`config.mk`:
```
export PLATFORM = sky130hd
export DESIGN_NAME = servo_slew_rate_positioner
export DESIGN_NICKNAME = d
export VERILOG_FILES = /design/src/design/srp_pkg.sv /design/src/design/servo_slew_rate_positioner.sv /design/src/design/srp_front.sv /design/src/design/srp_queue.sv /design/src/design/srp_div.sv /design/src/design/srp_back.sv
export SDC_FILE = /design/constraint.sdc
export NUM_CORES = 1
export LEC_CHECK = 0
export ABC_AREA = 1
export BUFFER_PORTS_ARGS = -buffer_cell sky130_fd_sc_hd__buf_4
export CAP_MARGIN = 0
export CORE_MARGIN = 2
export CORE_UTILIZATION = 57
export DETAILED_ROUTE_END_ITERATION = 16
export PLACE_DENSITY = 0.78
export SYNTH_ARGS = -nofsm -noshare
export SYNTH_HDL_FRONTEND = slang
export SYNTH_SLANG_ARGS = --single-unit
```
`constraint.sdc`:
```
create_clock -name clk -period 5.5 [get_ports clk]
set_input_delay 1.1 -clock clk [delete_from_list [all_inputs] [get_ports clk]]
set_output_delay 1.1 -clock clk [all_outputs]
set_load 0.03 [all_outputs]
```
`src/design/srp_pkg.sv`:
```
package srp_pkg;

  localparam int ANGLE_W     = 8;
  localparam int LEVEL_W     = 7;
  localparam int RATE_W      = 16;
  localparam int CMD_W       = 2;
  localparam int ELAP_W      = 17;
  localparam int CFG_IDX_W   = 3;
  localparam int CFG_DATA_W  = 16;
  localparam int IN_TDATA_W  = 24;
  localparam int OUT_TDATA_W = 48;
  localparam int MAG_W       = LEVEL_W + ANGLE_W;   // level * |span|
  localparam int RECIP_W     = 13;
  localparam int PROD_W      = MAG_W + RECIP_W;
  localparam int QUO100_W    = 9;
  localparam int SUM_W       = 11;                  // signed level-map result
  localparam int DIV_CNT_W   = $clog2(RATE_W);

  localparam logic [CMD_W-1:0] CMD_TICK = 2'd0;
  localparam logic [CMD_W-1:0] CMD_MOVE = 2'd1;
  localparam logic [CMD_W-1:0] CMD_INIT = 2'd2;

  localparam logic [CFG_IDX_W-1:0] REG_MIN_ANGLE     = 3'd0;
  localparam logic [CFG_IDX_W-1:0] REG_MAX_ANGLE     = 3'd1;
  localparam logic [CFG_IDX_W-1:0] REG_START_ANGLE   = 3'd2;
  localparam logic [CFG_IDX_W-1:0] REG_INITIAL_RATE  = 3'd3;
  localparam logic [CFG_IDX_W-1:0] REG_DETACH_ENABLE = 3'd4;
  localparam logic [CFG_IDX_W-1:0] REG_DETACH_TIME   = 3'd5;

  // x / 100 == (x * 5243) >> 19 for every x below 2^15
  localparam logic [RECIP_W-1:0] DIV100_MUL   = 13'd5243;
  localparam int                 DIV100_SHIFT = 19;

  localparam logic [ELAP_W-1:0] ELAPSED_MAX = {ELAP_W{1'b1}};

  typedef struct packed {
    logic [ANGLE_W-1:0] min_angle;
    logic [ANGLE_W-1:0] max_angle;
    logic [ANGLE_W-1:0] start_angle;
    logic [RATE_W-1:0]  initial_rate;
    logic               detach_enable;
    logic [RATE_W-1:0]  detach_time;
  } srp_cfg_t;

  typedef struct packed {
    logic [CMD_W-1:0]   cmd;
    logic [LEVEL_W-1:0] level;
    logic [RATE_W-1:0]  rate;
    logic [ANGLE_W-1:0] target;
    logic [ANGLE_W-1:0] origin;
  } srp_cmd_t;

  typedef struct packed {
    logic [ANGLE_W-1:0] angle;
    logic               angle_written;
    logic               drive_on;
    logic               move_active;
    logic               report;
    logic [LEVEL_W-1:0] report_level;
    logic [ANGLE_W-1:0] report_target;
    logic [RATE_W-1:0]  report_rate;
  } srp_res_t;

  function automatic logic [ANGLE_W-1:0] angle_lo(input srp_cfg_t c);
    angle_lo = (c.min_angle < c.max_angle) ? c.min_angle : c.max_angle;
  endfunction

  function automatic logic [ANGLE_W-1:0] angle_hi(input srp_cfg_t c);
    angle_hi = (c.min_angle < c.max_angle) ? c.max_angle : c.min_angle;
  endfunction

  function automatic logic [ANGLE_W-1:0] angle_span(input srp_cfg_t c);
    angle_span = angle_hi(c) - angle_lo(c);
  endfunction

endpackage

```
`src/design/servo_slew_rate_positioner.sv`:
```
// servo slew-rate positioner: each input beat is a command (tick of one millisecond, move
// to a level 0..100 at a full-range duration, or init toward the configured start angle) and
// gives exactly one result beat with the present angle, drive and move status, and a
// report on init or on arrival at the target. a move maps its level linearly between
// min_angle and max_angle and clamps it to that span; the angle then steps one degree each
// time more than rate / |max_angle - min_angle| ticks have passed since the last step.
// the front end accepts a command, multiplies it by the reciprocal and pushes it to the
// queue, and takes no new command until that push, which waits while the queue is full;
// a move or init then holds the back end while the step period goes through the 16-step
// divider, during which later commands wait in the 2-entry queue. the result register
// takes a new beat only while it is empty or its waiting result is taken. configuration
// is written through the cfg port; the user must write it while the block is idle, as the block does not enforce it.
module servo_slew_rate_positioner (
  input  logic                              clk,
  input  logic                              rst_n,
  // input channel
  input  logic                              in_tvalid,
  output logic                              in_tready,
  input  logic [srp_pkg::IN_TDATA_W-1:0]    in_tdata,   // level[6:0], rate[22:7], zero[23]
  input  logic [srp_pkg::CMD_W-1:0]         in_tuser,   // command[1:0]
  // result channel
  output logic                              out_tvalid,
  input  logic                              out_tready,
  // angle[7:0], angle_written[8], drive_on[9], move_active[10], report_level[17:11],
  // report_target[25:18], report_rate[41:26], zero[47:42]
  output logic [srp_pkg::OUT_TDATA_W-1:0]   out_tdata,
  output logic                              out_tuser,  // report[0]
  // configuration write channel
  input  logic                              cfg_valid,
  output logic                              cfg_ready,
  input  logic [srp_pkg::CFG_IDX_W-1:0]     cfg_index,
  input  logic [srp_pkg::CFG_DATA_W-1:0]    cfg_data
);

  srp_pkg::srp_cfg_t cfg_r;
  srp_pkg::srp_cmd_t q_wdata, q_rdata;
  srp_pkg::srp_res_t res;
  logic              q_push, q_pop, q_full, q_empty;
  logic              res_valid;

  // register file is always writable
  assign cfg_ready = 1'b1;

  always_ff @(posedge clk) begin
    if (!rst_n) begin
      cfg_r.min_angle     <= 8'd0;
      cfg_r.max_angle     <= 8'd180;
      cfg_r.start_angle   <= 8'd90;
      cfg_r.initial_rate  <= 16'd2000;
      cfg_r.detach_enable <= 1'b0;
      cfg_r.detach_time   <= 16'd1000;
    end else if (cfg_valid && cfg_ready) begin
      case (cfg_index)
        srp_pkg::REG_MIN_ANGLE:     cfg_r.min_angle     <= cfg_data[srp_pkg::ANGLE_W-1:0];
        srp_pkg::REG_MAX_ANGLE:     cfg_r.max_angle     <= cfg_data[srp_pkg::ANGLE_W-1:0];
        srp_pkg::REG_START_ANGLE:   cfg_r.start_angle   <= cfg_data[srp_pkg::ANGLE_W-1:0];
        srp_pkg::REG_INITIAL_RATE:  cfg_r.initial_rate  <= cfg_data;
        srp_pkg::REG_DETACH_ENABLE: cfg_r.detach_enable <= cfg_data[0];
        srp_pkg::REG_DETACH_TIME:   cfg_r.detach_time   <= cfg_data;
        default: ;  // unused indexes are dropped
      endcase
    end
  end

  // front end: decode the command and work out the clamped target
  srp_front u_front (
    .clk      (clk),
    .rst_n    (rst_n),
    .cfg      (cfg_r),
    .in_valid (in_tvalid),
    .in_ready (in_tready),
    .in_cmd   (in_tuser),
    .in_level (in_tdata[6:0]),
    .in_rate  (in_tdata[22:7]),
    .q_full   (q_full),
    .q_push   (q_push),
    .q_wdata  (q_wdata)
  );

  // decoded commands wait here so front and back stall independently
  srp_queue u_queue (
    .clk   (clk),
    .rst_n (rst_n),
    .push  (q_push),
    .wdata (q_wdata),
    .pop   (q_pop),
    .rdata (q_rdata),
    .full  (q_full),
    .empty (q_empty)
  );

  // back end: slew state, tick timing, detach timer, step period divide
  srp_back u_back (
    .clk       (clk),
    .rst_n     (rst_n),
    .cfg       (cfg_r),
    .q_empty   (q_empty),
    .q_rdata   (q_rdata),
    .q_pop     (q_pop),
    .res_valid (res_valid),
    .res_ready (out_tready),
    .res       (res)
  );

  // result beat packing, lowest field first
  assign out_tvalid = res_valid;
  assign out_tuser  = res.report;
  assign out_tdata  = {6'b000000, res.report_rate, res.report_target, res.report_level,
                       res.move_active, res.drive_on, res.angle_written, res.angle};

endmodule

```
`src/design/srp_front.sv`:
```
module srp_front (
  input  logic                         clk,
  input  logic                         rst_n,
  input  srp_pkg::srp_cfg_t            cfg,
  input  logic                         in_valid,
  output logic                         in_ready,
  input  logic [srp_pkg::CMD_W-1:0]    in_cmd,
  input  logic [srp_pkg::LEVEL_W-1:0]  in_level,
  input  logic [srp_pkg::RATE_W-1:0]   in_rate,
  input  logic                         q_full,
  output logic                         q_push,
  output srp_pkg::srp_cmd_t            q_wdata
);

  localparam logic [1:0] F_IDLE = 2'd0;
  localparam logic [1:0] F_MUL  = 2'd1;
  localparam logic [1:0] F_PUSH = 2'd2;

  logic [1:0]                    fstate_r, fstate_nxt;
  logic [srp_pkg::CMD_W-1:0]     cmd_r;
  logic [srp_pkg::LEVEL_W-1:0]   lvl_r;
  logic [srp_pkg::RATE_W-1:0]    rate_r;
  logic                          neg_r;
  logic [srp_pkg::MAG_W-1:0]     mag_r;
  logic [srp_pkg::PROD_W-1:0]    prod_r;

  logic                          accept;
  logic [srp_pkg::QUO100_W-1:0]  quo;
  logic signed [srp_pkg::SUM_W-1:0] t_map, t_start, lo_s, hi_s, t_sel;
  logic [srp_pkg::ANGLE_W-1:0]   lo, hi, tgt;
  logic [srp_pkg::ANGLE_W:0]     end_sum;

  assign in_ready = (fstate_r == F_IDLE);
  assign accept   = in_valid && in_ready;

  always_comb begin
    fstate_nxt = fstate_r;
    q_push     = 1'b0;
    case (fstate_r)
      F_IDLE: if (accept) fstate_nxt = F_MUL;
      F_MUL:  fstate_nxt = F_PUSH;
      F_PUSH: begin
        if (!q_full) begin
          q_push     = 1'b1;
          fstate_nxt = F_IDLE;
        end
      end
      default: fstate_nxt = F_IDLE;
    endcase
  end

  // level map: min + sign * (level * |max - min|) / 100, truncated toward zero
  always_comb begin
    lo      = srp_pkg::angle_lo(cfg);
    hi      = srp_pkg::angle_hi(cfg);
    lo_s    = $signed({3'b000, lo});
    hi_s    = $signed({3'b000, hi});
    quo     = prod_r[srp_pkg::DIV100_SHIFT +: srp_pkg::QUO100_W];
    t_map   = $signed({3'b000, cfg.min_angle}) +
              (neg_r ? -$signed({2'b00, quo}) : $signed({2'b00, quo}));
    t_start = $signed({3'b000, cfg.start_angle});
    t_sel   = (cmd_r == srp_pkg::CMD_INIT) ? t_start : t_map;
    if (t_sel < lo_s)      tgt = lo;
    else if (t_sel > hi_s) tgt = hi;
    else                   tgt = t_sel[srp_pkg::ANGLE_W-1:0];
    end_sum = {1'b0, cfg.min_angle} + {1'b0, cfg.max_angle};

    q_wdata.cmd    = cmd_r;
    q_wdata.level  = lvl_r;
    q_wdata.rate   = (cmd_r == srp_pkg::CMD_INIT) ? cfg.initial_rate : rate_r;
    q_wdata.target = tgt;
    q_wdata.origin = end_sum[srp_pkg::ANGLE_W:1];
  end

  always_ff @(posedge clk) begin
    if (!rst_n) begin
      fstate_r <= F_IDLE;
    end else begin
      fstate_r <= fstate_nxt;
    end
  end

  always_ff @(posedge clk) begin
    if (accept) begin
      cmd_r  <= in_cmd;
      lvl_r  <= in_level;
      rate_r <= in_rate;
      neg_r  <= (cfg.max_angle < cfg.min_angle);
      mag_r  <= srp_pkg::MAG_W'(in_level * srp_pkg::angle_span(cfg));
    end
    if (fstate_r == F_MUL) begin
      prod_r <= srp_pkg::PROD_W'(mag_r * srp_pkg::DIV100_MUL);
    end
  end

endmodule

```
`src/design/srp_queue.sv`:
```
module srp_queue (
  input  logic              clk,
  input  logic              rst_n,
  input  logic              push,
  input  srp_pkg::srp_cmd_t wdata,
  input  logic              pop,
  output srp_pkg::srp_cmd_t rdata,
  output logic              full,
  output logic              empty
);

  // two-slot shift queue, head always at slot 0
  logic [1:0]        cnt_r, cnt_nxt;
  srp_pkg::srp_cmd_t head_r, tail_r;

  assign rdata = head_r;
  assign full  = (cnt_r == 2'd2);
  assign empty = (cnt_r == 2'd0);

  always_comb begin
    cnt_nxt = cnt_r;
    case (cnt_r)
      2'd0:    if (push) cnt_nxt = 2'd1;
      2'd1:    if (push && !pop) cnt_nxt = 2'd2;
               else if (pop && !push) cnt_nxt = 2'd0;
      2'd2:    if (pop) cnt_nxt = 2'd1;
      default: cnt_nxt = 2'd0;
    endcase
  end

  always_ff @(posedge clk) begin
    if (!rst_n) begin
      cnt_r <= 2'd0;
    end else begin
      cnt_r <= cnt_nxt;
    end
  end

  always_ff @(posedge clk) begin
    case (cnt_r)
      2'd0:    if (push) head_r <= wdata;
      2'd1: begin
        if (push && pop) head_r <= wdata;
        else if (push)   tail_r <= wdata;
      end
      2'd2:    if (pop) head_r <= tail_r;
      default: ;
    endcase
  end

endmodule

```
`src/design/srp_div.sv`:
```
module srp_div (
  input  logic                        clk,
  input  logic                        rst_n,
  input  logic                        start,
  input  logic [srp_pkg::RATE_W-1:0]  dividend,
  input  logic [srp_pkg::ANGLE_W-1:0] divisor,
  output logic                        done,
  output logic [srp_pkg::RATE_W-1:0]  quotient
);

  // restoring divider, one quotient bit per cycle
  logic                           busy_r, done_r;
  logic [srp_pkg::DIV_CNT_W-1:0]  cnt_r;
  logic [srp_pkg::RATE_W-1:0]     quo_r;
  logic [srp_pkg::ANGLE_W-1:0]    rem_r, dvs_r;
  logic [srp_pkg::ANGLE_W:0]      sh;
  logic                           qbit;
  logic [srp_pkg::ANGLE_W:0]      diff;

  assign done     = done_r;
  assign quotient = quo_r;

  always_comb begin
    sh   = {rem_r, quo_r[srp_pkg::RATE_W-1]};
    qbit = (sh >= {1'b0, dvs_r});
    diff = sh - {1'b0, dvs_r};
  end

  always_ff @(posedge clk) begin
    if (!rst_n) begin
      busy_r <= 1'b0;
      done_r <= 1'b0;
      cnt_r  <= '0;
    end else begin
      done_r <= 1'b0;
      if (start) begin
        busy_r <= 1'b1;
        cnt_r  <= '0;
      end else if (busy_r) begin
        cnt_r <= cnt_r + 1'b1;
        if (cnt_r == {srp_pkg::DIV_CNT_W{1'b1}}) begin
          busy_r <= 1'b0;
          done_r <= 1'b1;
        end
      end
    end
  end

  always_ff @(posedge clk) begin
    if (start) begin
      quo_r <= dividend;
      rem_r <= '0;
      dvs_r <= divisor;
    end else if (busy_r) begin
      quo_r <= {quo_r[srp_pkg::RATE_W-2:0], qbit};
      rem_r <= qbit ? diff[srp_pkg::ANGLE_W-1:0] : sh[srp_pkg::ANGLE_W-1:0];
    end
  end

endmodule

```
`src/design/srp_back.sv`:
```
module srp_back (
  input  logic              clk,
  input  logic              rst_n,
  input  srp_pkg::srp_cfg_t cfg,
  input  logic              q_empty,
  input  srp_pkg::srp_cmd_t q_rdata,
  output logic              q_pop,
  output logic              res_valid,
  input  logic              res_ready,
  output srp_pkg::srp_res_t res
);

  localparam logic B_IDLE = 1'b0;
  localparam logic B_DIV  = 1'b1;

  logic                          bstate_r, bstate_nxt;
  logic [srp_pkg::ANGLE_W-1:0]   cur_r, cur_nxt, org_r, org_nxt, tgt_r, tgt_nxt;
  logic [srp_pkg::RATE_W-1:0]    crate_r, crate_nxt, period_r, period_nxt;
  logic [srp_pkg::ELAP_W-1:0]    elap_r, elap_nxt;
  logic [srp_pkg::LEVEL_W-1:0]   lvl_r, lvl_nxt;
  logic                          moving_r, moving_nxt, detp_r, detp_nxt, att_r, att_nxt;
  logic                          span_zero_r, span_zero_nxt;
  logic                          out_valid_r, out_valid_nxt;
  srp_pkg::srp_res_t             out_r, out_nxt;

  logic                          slot_free, div_start, div_done;
  logic [srp_pkg::RATE_W-1:0]    div_quo;
  logic [srp_pkg::ANGLE_W-1:0]   span;
  logic [srp_pkg::ELAP_W-1:0]    e_inc;
  logic                          fire, step, arrive, drop, written, report;

  assign slot_free = !out_valid_r || res_ready;
  assign q_pop     = (bstate_r == B_IDLE) && !q_empty && slot_free;
  assign span      = srp_pkg::angle_span(cfg);
  assign res_valid = out_valid_r;
  assign res       = out_r;

  always_comb begin
    bstate_nxt    = bstate_r;
    cur_nxt       = cur_r;
    org_nxt       = org_r;
    tgt_nxt       = tgt_r;
    crate_nxt     = crate_r;
    period_nxt    = period_r;
    elap_nxt      = elap_r;
    lvl_nxt       = lvl_r;
    moving_nxt    = moving_r;
    detp_nxt      = detp_r;
    att_nxt       = att_r;
    span_zero_nxt = span_zero_r;
    out_valid_nxt = out_valid_r && !res_ready;
    out_nxt       = out_r;
    div_start     = 1'b0;
    written       = 1'b0;
    report        = 1'b0;
    e_inc         = (elap_r != srp_pkg::ELAPSED_MAX) ? elap_r + 1'b1 : elap_r;
    fire          = moving_r && (e_inc > {1'b0, period_r});
    step          = fire && (cur_r != tgt_r);
    arrive        = fire && (cur_r == tgt_r);
    drop          = 1'b0;

    if (bstate_r == B_DIV) begin
      if (div_done) begin
        period_nxt = span_zero_r ? '0 : div_quo;
        bstate_nxt = B_IDLE;
      end
    end else if (q_pop) begin
      case (q_rdata.cmd)
        srp_pkg::CMD_TICK: begin
          elap_nxt = fire ? '0 : e_inc;
          if (step) begin
            cur_nxt = (tgt_r >= org_r) ? cur_r + 1'b1 : cur_r - 1'b1;
            written = 1'b1;
          end
          if (arrive) begin
            moving_nxt = 1'b0;
            report     = 1'b1;
            if (cfg.detach_enable) detp_nxt = 1'b1;
          end
          drop = detp_nxt && (elap_nxt > {1'b0, cfg.detach_time});
          if (drop) begin
            detp_nxt = 1'b0;
            att_nxt  = 1'b0;
          end
        end
        srp_pkg::CMD_MOVE, srp_pkg::CMD_INIT: begin
          if (q_rdata.cmd == srp_pkg::CMD_MOVE) begin
            lvl_nxt = q_rdata.level;
            org_nxt = cur_r;
          end else begin
            org_nxt = q_rdata.origin;
            cur_nxt = q_rdata.origin;
            report  = 1'b1;
          end
          tgt_nxt       = q_rdata.target;
          crate_nxt     = q_rdata.rate;
          att_nxt       = 1'b1;
          detp_nxt      = 1'b0;
          moving_nxt    = 1'b1;
          span_zero_nxt = (span == '0);
          div_start     = 1'b1;
          bstate_nxt    = B_DIV;
        end
        default: ;
      endcase

      out_valid_nxt         = 1'b1;
      out_nxt.angle         = cur_nxt;
      out_nxt.angle_written = written;
      out_nxt.drive_on      = att_nxt;
      out_nxt.move_active   = moving_nxt;
      out_nxt.report        = report;
      out_nxt.report_level  = report ? lvl_nxt : '0;
      out_nxt.report_target = report ? tgt_nxt : '0;
      out_nxt.report_rate   = report ? crate_nxt : '0;
    end
  end

  srp_div u_div (
    .clk      (clk),
    .rst_n    (rst_n),
    .start    (div_start),
    .dividend (q_rdata.rate),
    .divisor  (span),
    .done     (div_done),
    .quotient (div_quo)
  );

  always_ff @(posedge clk) begin
    if (!rst_n) begin
      bstate_r    <= B_IDLE;
      cur_r       <= '0;
      org_r       <= '0;
      tgt_r       <= '0;
      crate_r     <= '0;
      period_r    <= '0;
      elap_r      <= '0;
      lvl_r       <= '0;
      moving_r    <= 1'b0;
      detp_r      <= 1'b0;
      att_r       <= 1'b0;
      span_zero_r <= 1'b0;
      out_valid_r <= 1'b0;
    end else begin
      bstate_r    <= bstate_nxt;
      cur_r       <= cur_nxt;
      org_r       <= org_nxt;
      tgt_r       <= tgt_nxt;
      crate_r     <= crate_nxt;
      period_r    <= period_nxt;
      elap_r      <= elap_nxt;
      lvl_r       <= lvl_nxt;
      moving_r    <= moving_nxt;
      detp_r      <= detp_nxt;
      att_r       <= att_nxt;
      span_zero_r <= span_zero_nxt;
      out_valid_r <= out_valid_nxt;
    end
  end

  always_ff @(posedge clk) begin
    out_r <= out_nxt;
  end

endmodule

```
==> impl_metrics.ini, run 1 <==
[floorplanning]
coreArea_mm2 = 0.0408
rows = 74
die-width_um = 207
io_pins = 102
die_area_mm2 = 0.0430
die_h_um = 207
initial_utilization_pct = 57.7

[yosys]
yosysSeqAreaShare_pct = 39.1
synth_cells = 2744
synth_edf_count = 199
netlist_area_mm2 = 0.0235
yosys.area.top_type = edfxtp_1
yosys.cell_types.count = 49
synth.top_cell.area_share_pct = 25.4
synth_top_flop_cell = edfxtp_1
syn_area_per_cell_um2 = 8.58
synth-seq-cells = 360
ys_top_cells_by_area = edfxtp_1 (25%), dfxtp_1 (14%), ha_1 (12%)
ys_warn_count = 0
async_reset_ff_share_pct = 0

[route]
routedWlPerCell_um = 17.1
wl_mm = 60.1
viasPerCell = 5.54
wl_met2_mm = 28.6
drcViolationCount = 0
num_vias = 19400
top_layer = met5
ant_nets = 0
drt_iter0_drc = 1475
wl_met3_mm = 4.07
drt-met1-wl_mm = 25.1
first_pass_iters = 6

[global_route]
track_usage_pct = 27.7
grt_pass1_vias = 19200
antenna_found_initial = 1
grt_pass1_wl_mm = 96.9
grt-ovfl-total = 0
grt_max_degree = 75

[critical_path]
cp_slowest_cell = fa_1
critical_path_required_ns = 5.80
worstPathMaxFanout = 5
cp_top_family = adder cells
start_kind = flop
path_class = reg2reg
r2r_cells = 35
critPathArrivalTime_ns = 6.05
path_buf_inv = 8
worst-path-stages = 35
worst_setup_path_end_kind = flop
slowest_delay_ns = 0.51

[cells_and_area]
drive_gt1_share_pct = 15.4
diodes = 0
mostFrequentLayoutCell = nand2_1
final_cell_mix = nand2_1 (531), inv_1 (415), a21oi_1 (225), buf_4 (225), ha_1 (220)
areaGrowthSynthToFinish_pct = 16.9
layout.nets = 3329
final_cells = 3508
utilization_pct = 67.4

[job]
max_cap_violations = 0

[clock_network]
clk_latency_ns = 0.56
cts_buffers = 40
cts_sinks = 360
cts_tree = done
clk_pin_slew_ns = 0.06
cts.path.max_buffers = 3
clk_root_buffer_cell = clkbuf_16
htreeDepth = 2
ctsHoldBuffers = 0

[sta]
final.setup_skew_ns = 0.0204
setup_ws_ns = -0.254
period_needed_ns = 5.75
fin_hold_ws_ns = 0.451
tightest_slew_ns = 1.23
max_freq_mhz = 174
finalSetupViolCount = 5
fin_crit_sh_pct = 105
slew_headroom_pct = 17.9
rsz0062_at_grt = true
finalHoldViolations = 0
drv_slew = 0

[placed_design]
dp_cells = 3387
port_buffers = 93
dp.final_hpwl_mm = 44.5
gp_congestion = 0.948

[hold_path]
min_path_type = reg2reg
hold_depth = 2

[status]
outcome = finished with violations
violations = setup timing
[cell families (layout without fill, tap and decap cells)]
kind of cell | after synthesis | count (layout) | share of synthesized area (%)
DFF | 360 | 360 | 39.1
adders and majority gates | 335 | 335 | 21.1
other | 2 | 7 | 0.0319
xor gates and xnor gates | 60 | 60 | 2.23
and+or+nand+nor | 995 | 995 | 18.1
buffers and inverters | 533 | 760 | 8.78
AOI/OAI and AO/OA | 459 | 459 | 10.7
[stage by stage]
stage                     TNS, ns  setup WS (ns)  area (um2)
after floorplan           -0.0379        -0.0379       23800
after global placement     -0.286         -0.137       25500
after detailed placement   -0.568         -0.246       25500
after CTS                  -0.506         -0.143       27300
after global routing        -2.14         -0.460       27500
final                      -0.875         -0.254       27500
[Yosys cell counts, types with 4 or more instances]
cell	instances
xor2_1	41
and2_1	11
buf_2	8
nand2_2	27
nand3_1	115
inv_1	437
a22oi_1	10
nand2_4	6
buf_4	7
dfxtp_1	161
a31oi_1	15
xnor2_1	19
a211oi_1	21
o211ai_1	15
nor3_1	20
clkbuf_1	61
fa_1	102
a21oi_1	232
nand2_1	555
nor4_1	8
a21o_1	6
o22ai_1	17
o21ai_0	125
inv_2	7
ha_1	233
nand3_2	7
nand4_1	39
nor2_1	192
edfxtp_1	199
buf_1	7
nand3b_1	4
or2_2	6
o21bai_1	4
[sequential cells by signal, indices dropped and copies added (netlist names), 8 cells and up]
signal,cells
cfg_r,57
u_back.crate_r,16
u_back.cur_r,8
u_back.elap_r,17
u_back.org_r,8
u_back.period_r,16
u_back.res,43
u_back.tgt_r,8
u_back.u_div.dvs_r,8
u_back.u_div.quotient,16
u_back.u_div.rem_r,8
u_front.mag_r,15
u_front.prod_r,9
u_front.rate_r,16
u_queue.rdata,41
u_queue.tail_r,41
[final timing paths]
kind	start	to	slack, ns
worst max register to register	cfg_r[56]	u_front.mag_r[14]	-0.25
worst min-delay path	cfg_r[28]	cfg_r[28]	0.45
worst max-delay path	cfg_r[56]	u_front.mag_r[14]	-0.25
worst min register to register	cfg_r[28]	cfg_r[28]	0.45
[cell type report]
| class | count | area, um2 |
|---|---|---|
| repair buffers | 239 | 1860 |
| well taps | 532 | 666 |
| inverters | 447 | 1680 |
| clock inverters | 19 | 185 |
| fillers | 3085 | 13300 |
| flip-flops and latches | 360 | 9210 |
| multi-input cells | 1856 | 12800 |
| clock buffers | 55 | 1110 |
[repair_timing]
item / in CTS / in global routing
resized for setup: 49 / 52
pin swaps: 28 / 50
buffers inserted: 43 / 12
endpoints found under the setup margin: 4 / 27
[worst min-delay path, stage by stage, from the launching register on]
cell and delay, ns:
dfxtp_1 0.30, inv_1 0.06, a21oi_1 0.05
[layer usage]
metal  up-vias  GRT usage (%)
met5         -              0
met4         2           11.4
met3       129           5.11
met2       688           46.1
met1      9206           35.9
li1       9397              -
Power of run 1 is not shown: default switching activity piles up to over one toggle a cycle in this logic, so the estimate is an artifact.
==> inputs of run 2 (changes only) <==
--- a/config.mk
+++ b/config.mk
@@ -11,6 +11,7 @@
 export CORE_MARGIN = 2
 export CORE_UTILIZATION = 57
 export DETAILED_ROUTE_END_ITERATION = 16
+export HOLD_SLACK_MARGIN = 0.15
 export PLACE_DENSITY = 0.78
 export SYNTH_ARGS = -nofsm -noshare
 export SYNTH_HDL_FRONTEND = slang
==> constraint.sdc (replaced) <==
create_clock -name clk -period 4.6 [get_ports clk]
set_input_delay 0.92 -clock clk [delete_from_list [all_inputs] [get_ports clk]]
set_output_delay 0.92 -clock clk [all_outputs]
set_load 0.03 [all_outputs]
==> run 2 against run 1 <==
  * Critical path depth up 1
  * Final cell count up 3.1%
  * Die area unchanged
  * Largest cell class unchanged
  * Sequential cell count unchanged
  * Global-route usage up 1.5 points
  * Non-clock buffer count up 113
  * The flow still finishes with violations (setup timing)
  * Sequential share of layout area down 2.1 points
  * Setup slack worse by 0.77 ns
  * Clock skew up 0.012 ns
  * Critical path type unchanged
  * Hold slack worse by 0.0028 ns
  * Maximum frequency up 2.3%
  * Via count up 6.5%
==> impl_metrics.ini, run 2 (synthesis results as in run 1) <==
[critical_path]
worstPathMaxFanout = 6
rrSetupSlack_ns = -1.02
cp_slowest_cell = fa_1
reg2reg_from = cfg_r[54]
setup.worst_path.start = cfg_r[54]
slowest_delay_ns = 0.52
worst_setup_path_end_kind = flop
rr_endpoint = u_front.mag_r[14]
critPathArrivalTime_ns = 5.93
critical_path_required_ns = 4.90
start_kind = flop
crit_path_end = u_front.mag_r[14]
path_class = reg2reg
r2r_cells = 36

[cells_and_area]
layout.nets = 3441
final_cells = 3618
fin_area_mm2 = 0.0294
diodes = 0
drive_gt1_share_pct = 24.1
largest_reg_flops = 57
utilization_pct = 72.1
areaGrowthSynthToFinish_pct = 25.1
fillers = 2789
final_cell_mix = nand2_1 (503), inv_1 (389), buf_4 (322)
regMostFlops = cfg_r
mostFrequentLayoutCell = nand2_1

[global_route]
grt_pass1_vias = 20000
grt_max_degree = 86
antenna_found_initial = 0
track_usage_pct = 29.3
grt-ovfl-total = 0
grt_pass1_wl_mm = 102

[job]
max_cap_violations = 0

[floorplanning]
die_h_um = 207
coreArea_mm2 = 0.0408
die_area_mm2 = 0.0430
die-width_um = 207
initial_utilization_pct = 57.7
rows = 74
io_pins = 102

[clock_network]
cts_sinks = 360
cts_buffers = 39
ctsHoldBuffers = 0
htreeDepth = 2
cts_tree = done
clk_latency_ns = 0.57
cts.path.max_buffers = 3
clk_pin_slew_ns = 0.06
clk_root_buffer_cell = clkbuf_16

[placed_design]
dp_cells = 3494
gp_congestion = 0.935
port_buffers = 93
placed_cell_area_mm2 = 0.0263
dp.final_hpwl_mm = 46.1

[sta]
period_needed_ns = 5.62
slew_headroom_pct = 24.0
drv_slew = 0
finalHoldViolations = 0
fin_hold_ws_ns = 0.448
finalSetupViolCount = 20
setup_ws_ns = -1.02
fin_crit_sh_pct = 122
rsz0062_at_grt = true
max_freq_mhz = 178
tightest_slew_ns = 1.14
final.setup_skew_ns = 0.0323

[route]
viasPerCell = 5.72
drcViolationCount = 0
wl_mm = 68.3
ant_nets = 0
first_pass_iters = 6
num_vias = 20700
routedWlPerCell_um = 18.9
drt_iter0_drc = 1818

[status]
outcome = finished with violations
violations = setup timing

[hold_path]
min_path_type = reg2reg
## run 2: worst min path at each step
stage                              end  slack [ns]  cells after the start             start
floorplan                    cfg_r[36]        0.42                      2         cfg_r[36]
global placement    u_queue.tail_r[35]        0.43                      0  u_front.lvl_r[3]
detailed placement  u_queue.tail_r[32]        0.44                      0  u_front.lvl_r[0]
CTS                 u_queue.tail_r[32]        0.45                      0  u_front.lvl_r[0]
global route        u_queue.tail_r[32]        0.47                      0  u_front.lvl_r[0]
finish              u_queue.tail_r[32]        0.45                      0  u_front.lvl_r[0]
## run 2: timing repair
action                                  4_1_cts  5_1_grt
buffers inserted                             30       27
pin swaps                                    86      122
cloned                                        0        0
endpoints found under the setup margin       22       38
resized for setup                            91      234
## run 2: area by class of cell
type | instances | area [um2] | area share [%]
Multi-Input combinational cell | 1856 | 13800 | 47.0
Sequential cell | 360 | 9220 | 31.3
Timing Repair Buffer | 352 | 2770 | 9.40
Inverter | 447 | 1690 | 5.72
Clock buffer | 52 | 1060 | 3.61
Tap cell | 532 | 666 | 2.26
Clock inverter | 19 | 201 | 0.684
## run 2: worst max-delay path, delay by kind of cell, from the launching register on
family | cells | cell delay [ns]
AND/OR/NAND/NOR | 15 | 1.19
buffers and inverters | 8 | 0.55
adder cells (fa/ha/maj) | 6 | 2.55
XOR/XNOR | 1 | 0.07
AO/OA/AOI/OAI | 6 | 0.65
flip-flops | 1 | 0.34
## run 2: metal layers
metal,share of wire [%],track usage (%),vias up
met2,48,49.4,1015
met1,40,38.8,9821
met5,0,0,-
met4,4.9,10.7,0
li1,-,-,9607
met3,6.9,3.63,251
## run 2: metrics by stage
step           worst slack (ns)  setup TNS, ns
5_1_grt                   -1.36         -13.83
6_report                  -1.02         -10.19
3_5_place_dp              -1.04          -8.34
3_3_place_gp              -1.00          -7.85
2_1_floorplan            -0.937          -5.17
4_1_cts                   -1.03          -7.72
Power of run 2 is left out for the same reason.
